--- src/rtl/ewtd_pkg.sv ---
package ewtd_pkg;

   // Field widths of the event and result beats.
   localparam int ACTION_W = 2;
   localparam int STAMP_W  = 16;
   localparam int SPAN_W   = 24;
   localparam int COUNT_W  = 8;
   localparam int TONE_W   = 8;
   localparam int STEP_W   = 8;
   localparam int QUO_W    = 8;
   localparam int PROD_W   = SPAN_W + STEP_W;
   localparam int DIV_CNT_W = $clog2(QUO_W);

   // Stream and register port widths.
   localparam int REQ_DATA_W = 24;
   localparam int REQ_USER_W = ACTION_W;
   localparam int RSP_DATA_W = 16;
   localparam int CSR_IDX_W  = 3;
   localparam int CSR_DATA_W = SPAN_W;

   // Event kinds carried on the request tuser.
   localparam logic [ACTION_W-1:0] ACT_CAPTURE  = 2'd0;
   localparam logic [ACTION_W-1:0] ACT_OVERFLOW = 2'd1;
   localparam logic [ACTION_W-1:0] ACT_MATCH    = 2'd2;

   // Register indexes on the configuration port.
   localparam logic [CSR_IDX_W-1:0] CSR_SPAN_MIN      = 3'd0;
   localparam logic [CSR_IDX_W-1:0] CSR_SPAN_MAX      = 3'd1;
   localparam logic [CSR_IDX_W-1:0] CSR_GAP_OVERFLOWS = 3'd2;
   localparam logic [CSR_IDX_W-1:0] CSR_LINEAR_STEPS  = 3'd3;
   localparam logic [CSR_IDX_W-1:0] CSR_LINEAR_OFFSET = 3'd4;

   // Register values after reset.
   localparam logic [SPAN_W-1:0]  SPAN_MIN_RST      = 24'd5000;
   localparam logic [SPAN_W-1:0]  SPAN_MAX_RST      = 24'd20000;
   localparam logic [COUNT_W-1:0] GAP_OVERFLOWS_RST = 8'd2;
   localparam logic [STEP_W-1:0]  LINEAR_STEPS_RST  = 8'd61;
   localparam logic [TONE_W-1:0]  LINEAR_OFFSET_RST = 8'd58;

   // Note table for discrete mode.
   localparam int NOTE_ENTRIES = 8;
   localparam int NOTE_IDX_W   = $clog2(NOTE_ENTRIES);
   localparam logic [STEP_W-1:0] NOTE_STEPS = STEP_W'(NOTE_ENTRIES);
   localparam logic [QUO_W-1:0]  NOTE_LAST  = QUO_W'(NOTE_ENTRIES - 1);
   localparam logic [TONE_W-1:0] NOTE_TAB [NOTE_ENTRIES] =
      '{8'd59, 8'd62, 8'd70, 8'd79, 8'd88, 8'd94, 8'd105, 8'd118};

   function automatic logic [TONE_W-1:0] note_value(input logic [NOTE_IDX_W-1:0] idx);
      return NOTE_TAB[idx];
   endfunction

   // Controller to datapath commands.
   typedef struct packed {
      logic take;
      logic clamp;
      logic offset;
      logic mult;
      logic div_step;
      logic finish;
   } cmd_type;

   // Datapath to controller status.
   typedef struct packed {
      logic div_last;
   } sts_type;

endpackage

--- src/rtl/ewtd_ctrl.sv ---
module ewtd_ctrl (
   input  logic              clock,
   input  logic              reset,
   input  logic              req_tvalid,
   output logic              req_tready,
   output logic              rsp_tvalid,
   input  logic              rsp_tready,
   output ewtd_pkg::cmd_type cmd,
   input  ewtd_pkg::sts_type sts
);
   import ewtd_pkg::*;

   typedef enum logic [2:0] {
      ST_IDLE,
      ST_CLAMP,
      ST_OFFSET,
      ST_MULT,
      ST_DIVIDE,
      ST_FINISH
   } state_type;

   state_type state_ff, state_in;
   logic      rsp_valid_ff, rsp_valid_in;
   logic      rsp_free;

   // The result register can take a new value when empty or being drained.
   assign rsp_free   = !rsp_valid_ff || rsp_tready;
   assign req_tready = (state_ff == ST_IDLE);
   assign rsp_tvalid = rsp_valid_ff;

   // Commands follow the current state.
   always_comb begin
      cmd          = '0;
      cmd.take     = (state_ff == ST_IDLE) && req_tvalid;
      cmd.clamp    = (state_ff == ST_CLAMP);
      cmd.offset   = (state_ff == ST_OFFSET);
      cmd.mult     = (state_ff == ST_MULT);
      cmd.div_step = (state_ff == ST_DIVIDE);
      cmd.finish   = (state_ff == ST_FINISH) && rsp_free;
   end

   // Next state and result valid.
   always_comb begin
      state_in     = state_ff;
      rsp_valid_in = rsp_valid_ff && !rsp_tready;
      unique case (state_ff)
         ST_IDLE: begin
            if (req_tvalid) state_in = ST_CLAMP;
         end
         ST_CLAMP:  state_in = ST_OFFSET;
         ST_OFFSET: state_in = ST_MULT;
         ST_MULT:   state_in = ST_DIVIDE;
         ST_DIVIDE: begin
            if (sts.div_last) state_in = ST_FINISH;
         end
         ST_FINISH: begin
            if (rsp_free) begin
               state_in     = ST_IDLE;
               rsp_valid_in = 1'b1;
            end
         end
         default: state_in = ST_IDLE;
      endcase
   end

   always_ff @(posedge clock) begin
      if (reset) begin
         state_ff     <= ST_IDLE;
         rsp_valid_ff <= 1'b0;
      end else begin
         state_ff     <= state_in;
         rsp_valid_ff <= rsp_valid_in;
      end
   end

`ifndef SYNTHESIS
   a_take_starts_clamp: assert property (@(posedge clock) disable iff (reset)
      cmd.take |=> state_ff == ST_CLAMP)
      else $error("accepted event did not enter the clamp step");

   a_finish_waits: assert property (@(posedge clock) disable iff (reset)
      (state_ff == ST_FINISH) && !rsp_free |=> (state_ff == ST_FINISH) && rsp_valid_ff)
      else $error("finished result left while output register was occupied");

   a_finish_valid: assert property (@(posedge clock) disable iff (reset)
      cmd.finish |=> rsp_valid_ff)
      else $error("loaded result not presented as valid");
`endif

endmodule

--- src/rtl/ewtd_datapath.sv ---
module ewtd_datapath (
   input  logic                                clock,
   input  logic                                reset,
   input  logic [ewtd_pkg::REQ_DATA_W-1:0]     req_tdata,
   input  logic [ewtd_pkg::REQ_USER_W-1:0]     req_tuser,
   output logic [ewtd_pkg::RSP_DATA_W-1:0]     rsp_tdata,
   input  logic                                csr_we,
   input  logic [ewtd_pkg::CSR_IDX_W-1:0]      csr_index,
   input  logic [ewtd_pkg::CSR_DATA_W-1:0]     csr_wdata,
   input  ewtd_pkg::cmd_type                   cmd,
   output ewtd_pkg::sts_type                   sts
);
   import ewtd_pkg::*;

   // Configuration registers.
   logic [SPAN_W-1:0]  min_ff, max_ff;
   logic [COUNT_W-1:0] gap_max_ff;
   logic [STEP_W-1:0]  steps_ff;
   logic [TONE_W-1:0]  offset_ff;

   // Measurement state.
   logic               exp_ff, exp_in;
   logic [STAMP_W-1:0] edge_ff, edge_in;
   logic [COUNT_W-1:0] ovf_ff, ovf_in;
   logic [SPAN_W-1:0]  span_ff, span_in;
   logic [COUNT_W-1:0] gap_ff, gap_in;
   logic               armed_ff, armed_in;
   logic               disc_ff, done_ff;

   // Mapping pipeline registers.
   logic [SPAN_W-1:0]    clamp_ff, range_ff, off_ff;
   logic                 range_nz_ff;
   logic [PROD_W-1:0]    rem_ff, dvs_ff;
   logic [QUO_W-1:0]     quo_ff;
   logic [DIV_CNT_W-1:0] cnt_ff;
   logic [RSP_DATA_W-1:0] rsp_data_ff;

   logic [ACTION_W-1:0] req_action;
   logic [STAMP_W-1:0]  req_stamp;
   logic                req_echo, req_disc;
   logic [SPAN_W-1:0]   span_raw, clamp_val;
   logic [STEP_W-1:0]   factor;
   logic [PROD_W:0]     trial;
   logic [QUO_W-1:0]    quo_eff, note_q;
   logic [TONE_W:0]     lin_sum;
   logic [TONE_W-1:0]   tone;

   // Unpack the event beat.
   assign req_action = req_tuser;
   assign req_stamp  = req_tdata[STAMP_W-1:0];
   assign req_echo   = req_tdata[STAMP_W];
   assign req_disc   = req_tdata[STAMP_W+1];

   // Configuration writes.
   always_ff @(posedge clock) begin
      if (reset) begin
         min_ff     <= SPAN_MIN_RST;
         max_ff     <= SPAN_MAX_RST;
         gap_max_ff <= GAP_OVERFLOWS_RST;
         steps_ff   <= LINEAR_STEPS_RST;
         offset_ff  <= LINEAR_OFFSET_RST;
      end else if (csr_we) begin
         unique case (csr_index)
            CSR_SPAN_MIN:      min_ff     <= csr_wdata;
            CSR_SPAN_MAX:      max_ff     <= csr_wdata;
            CSR_GAP_OVERFLOWS: gap_max_ff <= csr_wdata[COUNT_W-1:0];
            CSR_LINEAR_STEPS:  steps_ff   <= csr_wdata[STEP_W-1:0];
            CSR_LINEAR_OFFSET: offset_ff  <= csr_wdata[TONE_W-1:0];
            default: ;
         endcase
      end
   end

   // The overflow count sits right above the 16-bit stamp, so the width is one subtract.
   assign span_raw = {ovf_ff, req_stamp} - {{(SPAN_W-STAMP_W){1'b0}}, edge_ff};

   // Event handling: capture edges, overflows and compare matches.
   always_comb begin
      exp_in   = exp_ff;
      edge_in  = edge_ff;
      ovf_in   = ovf_ff;
      span_in  = span_ff;
      gap_in   = gap_ff;
      armed_in = armed_ff;
      if (cmd.take) begin
         unique case (req_action)
            ACT_CAPTURE: begin
               if (exp_ff) begin
                  edge_in = req_stamp;
                  ovf_in  = '0;
               end else begin
                  span_in = span_raw;
                  gap_in  = COUNT_W'(1);
               end
               exp_in = !exp_ff;
            end
            ACT_OVERFLOW: begin
               ovf_in = ovf_ff + COUNT_W'(1);
               if (!req_echo) begin
                  gap_in = gap_ff - COUNT_W'(1);
                  if (gap_ff == '0) begin
                     exp_in   = 1'b1;
                     armed_in = 1'b1;
                  end
               end
            end
            ACT_MATCH: begin
               if (armed_ff) begin
                  armed_in = 1'b0;
                  gap_in   = gap_max_ff;
               end
            end
            default: ;
         endcase
      end
   end

   always_ff @(posedge clock) begin
      if (reset) begin
         exp_ff   <= 1'b1;
         edge_ff  <= '0;
         ovf_ff   <= '0;
         span_ff  <= '0;
         gap_ff   <= GAP_OVERFLOWS_RST;
         armed_ff <= 1'b1;
      end else begin
         exp_ff   <= exp_in;
         edge_ff  <= edge_in;
         ovf_ff   <= ovf_in;
         span_ff  <= span_in;
         gap_ff   <= gap_in;
         armed_ff <= armed_in;
      end
   end

   // Clamp the width into the window; an empty window maps to quotient zero.
   always_comb begin
      if (span_ff >= max_ff) begin
         clamp_val = max_ff - SPAN_W'(1);
      end else if (span_ff < min_ff) begin
         clamp_val = min_ff;
      end else begin
         clamp_val = span_ff;
      end
   end

   assign factor = disc_ff ? NOTE_STEPS : steps_ff;

   // One restoring division step against the shifted window size.
   assign trial = {1'b0, rem_ff} - {1'b0, dvs_ff};
   assign sts.div_last = (cnt_ff == DIV_CNT_W'(QUO_W - 1));

   // Final mapping to the tone value.
   assign quo_eff = range_nz_ff ? quo_ff : '0;
   assign note_q  = (quo_eff > NOTE_LAST) ? NOTE_LAST : quo_eff;
   assign lin_sum = {1'b0, quo_eff} + {1'b0, offset_ff};
   always_comb begin
      if (disc_ff) begin
         tone = note_value(note_q[NOTE_IDX_W-1:0]);
      end else if (lin_sum[TONE_W]) begin
         tone = '1;
      end else begin
         tone = lin_sum[TONE_W-1:0];
      end
   end

   // Pipeline and divider registers.
   always_ff @(posedge clock) begin
      if (cmd.take) begin
         disc_ff <= req_disc;
         done_ff <= (req_action == ACT_CAPTURE) && !exp_ff;
      end
      if (cmd.clamp) begin
         clamp_ff    <= clamp_val;
         range_ff    <= max_ff - min_ff;
         range_nz_ff <= max_ff > min_ff;
      end
      if (cmd.offset) begin
         off_ff <= (clamp_ff > min_ff) ? (clamp_ff - min_ff) : '0;
      end
      if (cmd.mult) begin
         rem_ff <= PROD_W'(off_ff) * PROD_W'(factor);
         dvs_ff <= {1'b0, range_ff, {(QUO_W-1){1'b0}}};
         quo_ff <= '0;
         cnt_ff <= '0;
      end
      if (cmd.div_step) begin
         if (!trial[PROD_W]) begin
            rem_ff <= trial[PROD_W-1:0];
         end
         quo_ff <= {quo_ff[QUO_W-2:0], !trial[PROD_W]};
         dvs_ff <= dvs_ff >> 1;
         cnt_ff <= cnt_ff + DIV_CNT_W'(1);
      end
      if (cmd.finish) begin
         rsp_data_ff <= {{(RSP_DATA_W-TONE_W-2){1'b0}}, done_ff, tone, armed_ff};
      end
   end

   assign rsp_tdata = rsp_data_ff;

`ifndef SYNTHESIS
   a_rem_bound: assert property (@(posedge clock) disable iff (reset)
      cmd.div_step && range_nz_ff |-> rem_ff < {dvs_ff[PROD_W-2:0], 1'b0})
      else $error("divider remainder exceeds twice the current divisor");

   a_rise_clears_ovf: assert property (@(posedge clock) disable iff (reset)
      cmd.take && (req_action == ACT_CAPTURE) && exp_ff |=> ovf_ff == '0)
      else $error("rising capture did not clear the overflow count");

   a_match_reload: assert property (@(posedge clock) disable iff (reset)
      cmd.take && (req_action == ACT_MATCH) && armed_ff && !csr_we
      |=> !armed_ff && (gap_ff == gap_max_ff))
      else $error("compare match did not end the trigger and reload the gap");
`endif

endmodule

--- src/rtl/echo_width_to_tone_divider_core.sv ---
// Channel  Direction  Handshake               Payload
// req_     in         req_tvalid/req_tready    tuser: action; tdata: stamp, echo_level,
//                                             discrete_mode
// rsp_     out        rsp_tvalid/rsp_tready    tdata: trigger_out, tone_divider, span_done
// csr_     in         csr_we (no wait)         csr_index selects, csr_wdata carries value
//
// An event runs these steps: the accepting cycle applies the event update, then clamp,
// offset, one multiply, eight restoring divider steps and the final map, which loads the
// result into the output register. A new event is taken the cycle after the load, even
// while that result waits on rsp_tready; the final map holds while the output register
// is still full.
// Reset is synchronous and active high and restores registers and measurement state.
module echo_width_to_tone_divider_core (
   input  logic                                clock,
   input  logic                                reset,
   input  logic                                req_tvalid,
   output logic                                req_tready,
   // Bits from the lowest: stamp[15:0], echo_level[16], discrete_mode[17], zero fill.
   input  logic [ewtd_pkg::REQ_DATA_W-1:0]     req_tdata,
   // Bits from the lowest: action[1:0].
   input  logic [ewtd_pkg::REQ_USER_W-1:0]     req_tuser,
   output logic                                rsp_tvalid,
   input  logic                                rsp_tready,
   // Bits from the lowest: trigger_out[0], tone_divider[8:1], span_done[9], zero fill.
   output logic [ewtd_pkg::RSP_DATA_W-1:0]     rsp_tdata,
   input  logic                                csr_we,
   input  logic [ewtd_pkg::CSR_IDX_W-1:0]      csr_index,
   input  logic [ewtd_pkg::CSR_DATA_W-1:0]     csr_wdata
);
   import ewtd_pkg::*;

   cmd_type cmd;
   sts_type sts;

   // Sequencer for the per-event steps.
   ewtd_ctrl u_ctrl (
      .clock      (clock),
      .reset      (reset),
      .req_tvalid (req_tvalid),
      .req_tready (req_tready),
      .rsp_tvalid (rsp_tvalid),
      .rsp_tready (rsp_tready),
      .cmd        (cmd),
      .sts        (sts)
   );

   // Measurement state, registers and mapping arithmetic.
   ewtd_datapath u_datapath (
      .clock     (clock),
      .reset     (reset),
      .req_tdata (req_tdata),
      .req_tuser (req_tuser),
      .rsp_tdata (rsp_tdata),
      .csr_we    (csr_we),
      .csr_index (csr_index),
      .csr_wdata (csr_wdata),
      .cmd       (cmd),
      .sts       (sts)
   );

endmodule

--- config.mk ---
export PLATFORM = sky130hd
export DESIGN_NAME = echo_width_to_tone_divider_core
export DESIGN_NICKNAME = d
export VERILOG_FILES = /design/src/rtl/ewtd_pkg.sv /design/src/rtl/ewtd_ctrl.sv /design/src/rtl/ewtd_datapath.sv /design/src/rtl/echo_width_to_tone_divider_core.sv
export SDC_FILE = /design/constraint.sdc
export NUM_CORES = 1
export LEC_CHECK = 0
export BUFFER_PORTS_ARGS = -buffer_cell sky130_fd_sc_hd__buf_2
export CAP_MARGIN = 20
export CORE_MARGIN = 2
export CORE_UTILIZATION = 33
export DETAILED_ROUTE_END_ITERATION = 8
export PLACE_DENSITY = 0.55
export SLEW_MARGIN = 5
export SYNTH_ARGS = -nofsm -noshare
export SYNTH_HDL_FRONTEND = slang
export SYNTH_SLANG_ARGS = --single-unit
export TNS_END_PERCENT = 1
--- constraint.sdc ---
create_clock -name clock -period 10.1 [get_ports clock]
set_clock_uncertainty 0.05 [all_clocks]
set_input_delay 3.03 -clock clock [delete_from_list [all_inputs] [get_ports clock]]
set_output_delay 3.03 -clock clock [all_outputs]
set_load 0.005 [all_outputs]
* Yosys cells after proc, flatten, opt, wreduce, memory -nomap -nowiden *
Memories as Yosys holds them, arrays and structs flattened.
Cells that the tools add are included.

operators by class
  add/subtract/negate cells = 9
  $mul = 1
  magnitude comparators = 6
  equal/unequal tests = 20
  mux-type cells = 34
  bitwise logic cells = 2
  reduce and logical (&&, ||, !) cells = 29

operators with widths
  kind                   count
  $mux 32                3
  $mux 8                 12
  $gt 24x24->1           2
  $mux 24                2
  $sub 24x24->24         2
  $sub 32x31->33         1
  $mul 24x8->32          1
  $mux 31                1
  $mux 30                1
  $ge 24x24->1           1
  $lt 24x24->1           1
  $pmux 8 s3             1
  $sub 24x1->24 const B  1
  $sub 24x16->24         1
  $mux 3                 6
  $pmux 3 s6             1
  $pmux 8 s2             1
  $eq 3x2->1 const B     4
  $eq 3x3->1 const B     4
  $reduce_and 3->1       4
  $ne 2x1->1 const B     5
  $reduce_and 2->1       5
  $add 8x8->9            1
  $add 8x1->8 const B    1
  22 further kinds       39

storage, ports and cells
  flip-flop bits (word level) = 293
  ROM bits = 64
  bits of input ports = 58
  output and inout bits = 18
  logic and storage cells = 127
  memories kept = 1

memory list
  name             depth  bits a word  read ports  clocked after Yosys merged registers in  wr ports  RTL line        RTL
  (no name shown)  8      8            1           0                                        0         ewtd_pkg.sv:49  return NOTE_TAB[idx];

* Depth between registers and ports, before layout *
  depth in word-level cells = 8
  mapped depth = 23
  gate-level depth less buffers = 20

* Modules after synthesis *
A second synthesis with hierarchy kept.

second synthesis, totals
  cell total of the unflattened synthesis = 2,693
  area total of the unflattened synthesis = 24,056.8 µm²

modules (own cells, without submodules)
  module         times used  cells an instance  area an instance (µm²)  seq. area each (µm²)
  ewtd_datapath  1           2,666              23,820.3                7,056.8
  ewtd_ctrl      1           27                 236.5                   80.1

* Least setup slack after synthesis *
OpenSTA, ideal clock, no wires.

  path type = register to register
  start = register u_datapath.disc_ff
  end = register u_datapath.rem_ff[23]
  library setup time = 0.121 ns
  arrival = 5.490 ns
  required time = 9.929 ns
  slack = 4.439 ns
  cell stages (with the launch flop) = 21
  path buffers = 2
  clock period less this slack = 5.661 ns
  cells stage by stage = edfxtp_1 -> clkbuf_1 -> nor2b_1 -> clkbuf_1 -> and2_1 -> fa_1 -> fa_1 -> fa_1 -> inv_1 -> fa_1 -> inv_1 -> ha_1 -> a21o_1 -> or3_1 -> o21a_1 -> a221o_1 -> a31oi_1 -> o31a_2 -> xor2_1 -> o21ai_1 -> mux2_2

between the ends
  cells in the longest elaborated chain, start to end = 5

ends and longest elaborated chain
  element                   RTL line              RTL
  start: declaration        ewtd_datapath.sv:28   logic disc_ff, done_ff;
  start signal: assignment  ewtd_datapath.sv:170  disc_ff <= req_disc;
  $mux 8 (*)                ewtd_datapath.sv:147  assign factor = disc_ff ? NOTE_STEPS : steps_ff;
  $mul 24x8->32 (*)         ewtd_datapath.sv:182  rem_ff <= PROD_W'(off_ff) * PROD_W'(factor);
  $mux 32 (*)               ewtd_datapath.sv:181  if (cmd.mult) begin
  $mux 32                   ewtd_datapath.sv:188  if (!trial[PROD_W]) begin
  $mux 32 (*)               ewtd_datapath.sv:187  if (cmd.div_step) begin
  end signal: assignment    ewtd_datapath.sv:182
  end signal: assignment    ewtd_datapath.sv:189  rem_ff <= trial[PROD_W-1:0];
  end: declaration          ewtd_datapath.sv:33   logic [PROD_W-1:0] rem_ff, dvs_ff;

Every way passes the cells marked *; elsewhere a longest branch is shown, timed or not.
A chain may end at the register's enable or synchronous reset.

* Final worst setup path *
  start = register u_datapath.disc_ff
  end = register u_datapath.rem_ff[31]

The elaborated chain is that of the path after synthesis.

==> qor.csv <==
metric,value,unit
status,"finished, final reports clean",
place_inst,3742,
worst_pin_slew,0.998,ns
initial_core_util,33.3,%
die_w,276,um
fin_nets,3237,
grt_max_degree,61,
wl_per_cell,16.7,um
clk_latency,0.56,ns
p_leak,11.9,nW
final_critical_path_setup_slack,3.51,ns
grt_pass1_vias,19400,
post-route-min-period,6.59,ns
synth_top_area_share,15.6,%
cts_hold_buf,0,
drv_slew,0,
path_clk_slew,0.06,ns
cts_buffers,37,
synth-main-ff-cell,dfxtp_1,
ir_drop,0.131,mV
finalCritPeriodShare,65.2,%
max_stage_delay,0.97,ns
cp.required,10.45,ns
cts_tree,done,
synth-seq-area-share,29.3,%
fillCellCount,7579,
worstSetupPathType,flip-flop to flip-flop,
rsz0062_at_grt,no,
via_per_inst,5.02,
cts_resized,0,
placed_area,0.0257,mm^2
syn_to_final_growth,10.8,%
synthArstFlopShare,0,%
max_freq,152,MHz
routed_wl,63.7,mm
synth_edf_count,127,
cts_sinks,293,
avgSynthCellArea,8.71,um^2
drive_above_1_share,6.10,%
die_area,0.0760,mm^2
setup_viol,0,
synth_area,0.0244,mm^2
hold_class,flip-flop to flip-flop,
power.density,210,mW/mm^2
slew_headroom,31.8,%
cap_violations,0,
fin_area,0.0270,mm^2
drc_errors,0,
drt_iter0_markers,1026,
synth_area_leaders,"edfxtp_1 16%, dfxtp_1 14%, fa_1 11%",
fp.coreArea,0.0731,mm^2
grt_pass1_wl,105,mm
pre_cts_slack,3.51,ns
grt_usage,17.1,%
cp_common_cell,fa_1,
power,5.68,mW
setup.worst_path.start_class,flip-flop,
grt.overflow.total,0,
antenna_found_initial,3,
finalSetupTns,0,ns
final_core_util,36.9,%
crit_slowest_cell,edfxtp_1,
hold_viol,0,
final_cells,3812,
ios,76,
firstDrtPassIters,5,
yosysUniqueCellTypes,81,
path_cells,nor2b_1 > buf_4 > and2_1 > fa_1 > fa_1 > fa_1 > inv_1 > fa_1 > inv_1 > ha_1 > a21o_1 > or3_1 > o21a_1 > a221o_1 > a31oi_1 > o31a_2 > o211ai_1 > xnor2_1 > o221ai_1,
post-synth-top-area-cell,edfxtp_1,
synth-seq-cells,293,
critPathTopFamily,adder cells,
syn-instance-count,2797,
whs,0.366,ns
die_h,276,um
path_max_fanout,24,
h-tree-depth,2,
synth.yosys.warnings,0,
root_buffer,clkbuf_16,
portBuffers,63,
critPathCaptureType,flip-flop,
crit_buf_inv,3,
ant_nets,0,
cts.path.max_buffers,3,
place_congestion,0.859,
post-dp-hpwl,49.7,mm
row_count,99,
post_cts_buffers,0,
vias,19100,
crit_arrival,6.94,ns
-- cells by family after synthesis --
logic type | count (synthesis) | synth area share [%]
AND/OR/NAND/NOR | 951 | 18.9
AO/OA/AOI/OAI | 596 | 15.5
buffers and inverters | 403 | 6.38
adder cells (fa/ha/maj) | 355 | 22.4
flip-flops | 293 | 29.3
XOR/XNOR | 134 | 4.82
multiplexers | 64 | 2.65
other | 1 | 0.0154
-- report_power, final --
| group | internal, mW | leakage, nW | switching [mW] |
|---|---|---|---|
| Clock | 0.839 | 0.619 | 0.550 |
| Combinational | 1.14 | 8.79 | 1.64 |
| Sequential | 1.40 | 2.52 | 0.104 |
| Total | 3.38 | 11.9 | 2.30 |
-- flip-flops by register name, indices dropped and copies added (netlist names), 8 cells and up --
| name | flops |
|---|---|
| u_datapath.max_ff | 24 |
| u_datapath.range_ff | 24 |
| u_datapath.edge_ff | 16 |
| u_datapath.span_ff | 24 |
| u_datapath.quo_ff | 8 |
| u_datapath.gap_max_ff | 8 |
| u_datapath.rsp_tdata | 10 |
| u_datapath.dvs_ff | 31 |
| u_datapath.rem_ff | 32 |
| u_datapath.offset_ff | 8 |
| u_datapath.gap_ff | 8 |
| u_datapath.clamp_ff | 24 |
| u_datapath.min_ff | 24 |
| u_datapath.off_ff | 24 |
| u_datapath.steps_ff | 8 |
| u_datapath.ovf_ff | 8 |
-- routing by layer --
metal / vias to the layer above / GRT usage, % / part of all wire (%)
met5: - / 0 / 0.071
met4: 6 / 5.26 / 3.0
met3: 95 / 2.58 / 4.1
met2: 302 / 28.8 / 47
met1: 9145 / 22.7 / 46
li1: 9596 / - / -
-- final cells by class --
cell class	instances	area, um^2	share of cell area (%)
multi-input cells	2106	15700	58.3
well taps	959	1200	4.44
clock buffers	55	1100	4.06
clock inverters	12	180	0.667
repair buffers	86	523	1.94
inverters	300	1130	4.17
flip-flops and latches	293	7140	26.4
diodes	1	2.50	0.00927
-- synth_stat cells (all sizes together) (6+ instances only) --
cell type	instances
a211oi	36
nor2	160
o21ai	104
a21oi	231
nand2b	27
a22o	6
a22oi	9
nor3	47
o31ai	7
o211ai	25
a21o	65
nor2b	53
or2	7
a211o	8
clkbuf	81
or3	12
and2	155
and3	24
nand2	356
a31oi	9
nand3	48
inv	300
dfxtp	166
nor4	9
nand4	19
and4	7
nor3b	8
mux2i	59
xnor2	89
a32oi	6
or4	8
fa	137
o21bai	14
buf	22
nand3b	7
o21a	14
o2111ai	6
ha	218
edfxtp	127
xor2	45
-- worst reg2reg max path, cell delays in order, from the launching register on --
cell	delay [ns]
edfxtp_1	0.97
nor2b_1	0.12
buf_4	0.25
and2_1	0.22
fa_1	0.51
fa_1	0.56
fa_1	0.56
inv_1	0.05
fa_1	0.53
inv_1	0.04
ha_1	0.35
a21o_1	0.22
or3_1	0.30
o21a_1	0.21
a221o_1	0.40
a31oi_1	0.26
o31a_2	0.25
o211ai_1	0.13
xnor2_1	0.29
o221ai_1	0.16
-- cells in the final DEF (no fill, tap or decap), types with 24 or more instances in the layout --
cell	n
a211oi_1	36
a21o_1	65
a21oi_1	231
and2_1	153
and3_1	24
buf_2	62
clkbuf_16	40
dfxtp_1	166
edfxtp_1	127
fa_1	137
ha_1	218
inv_1	300
mux2i_1	59
nand2_1	355
nand2b_1	27
nand3_1	48
nor2_1	160
nor2b_1	52
nor3_1	47
o211ai_1	25
o21ai_0	95
xnor2_1	89
xor2_1	45
-- final timing paths --
kind,start,to,slack [ns],cells past startpoint
setup / recovery,u_datapath.disc_ff,u_datapath.rem_ff[31],3.51,19
hold / removal,u_datapath.done_ff,u_datapath.rsp_tdata[9],0.37,0
setup reg to reg,u_datapath.disc_ff,u_datapath.rem_ff[31],3.51,19
hold reg to reg,u_datapath.done_ff,u_datapath.rsp_tdata[9],0.37,0
Note: power is estimated with default switching activity, not from simulation.
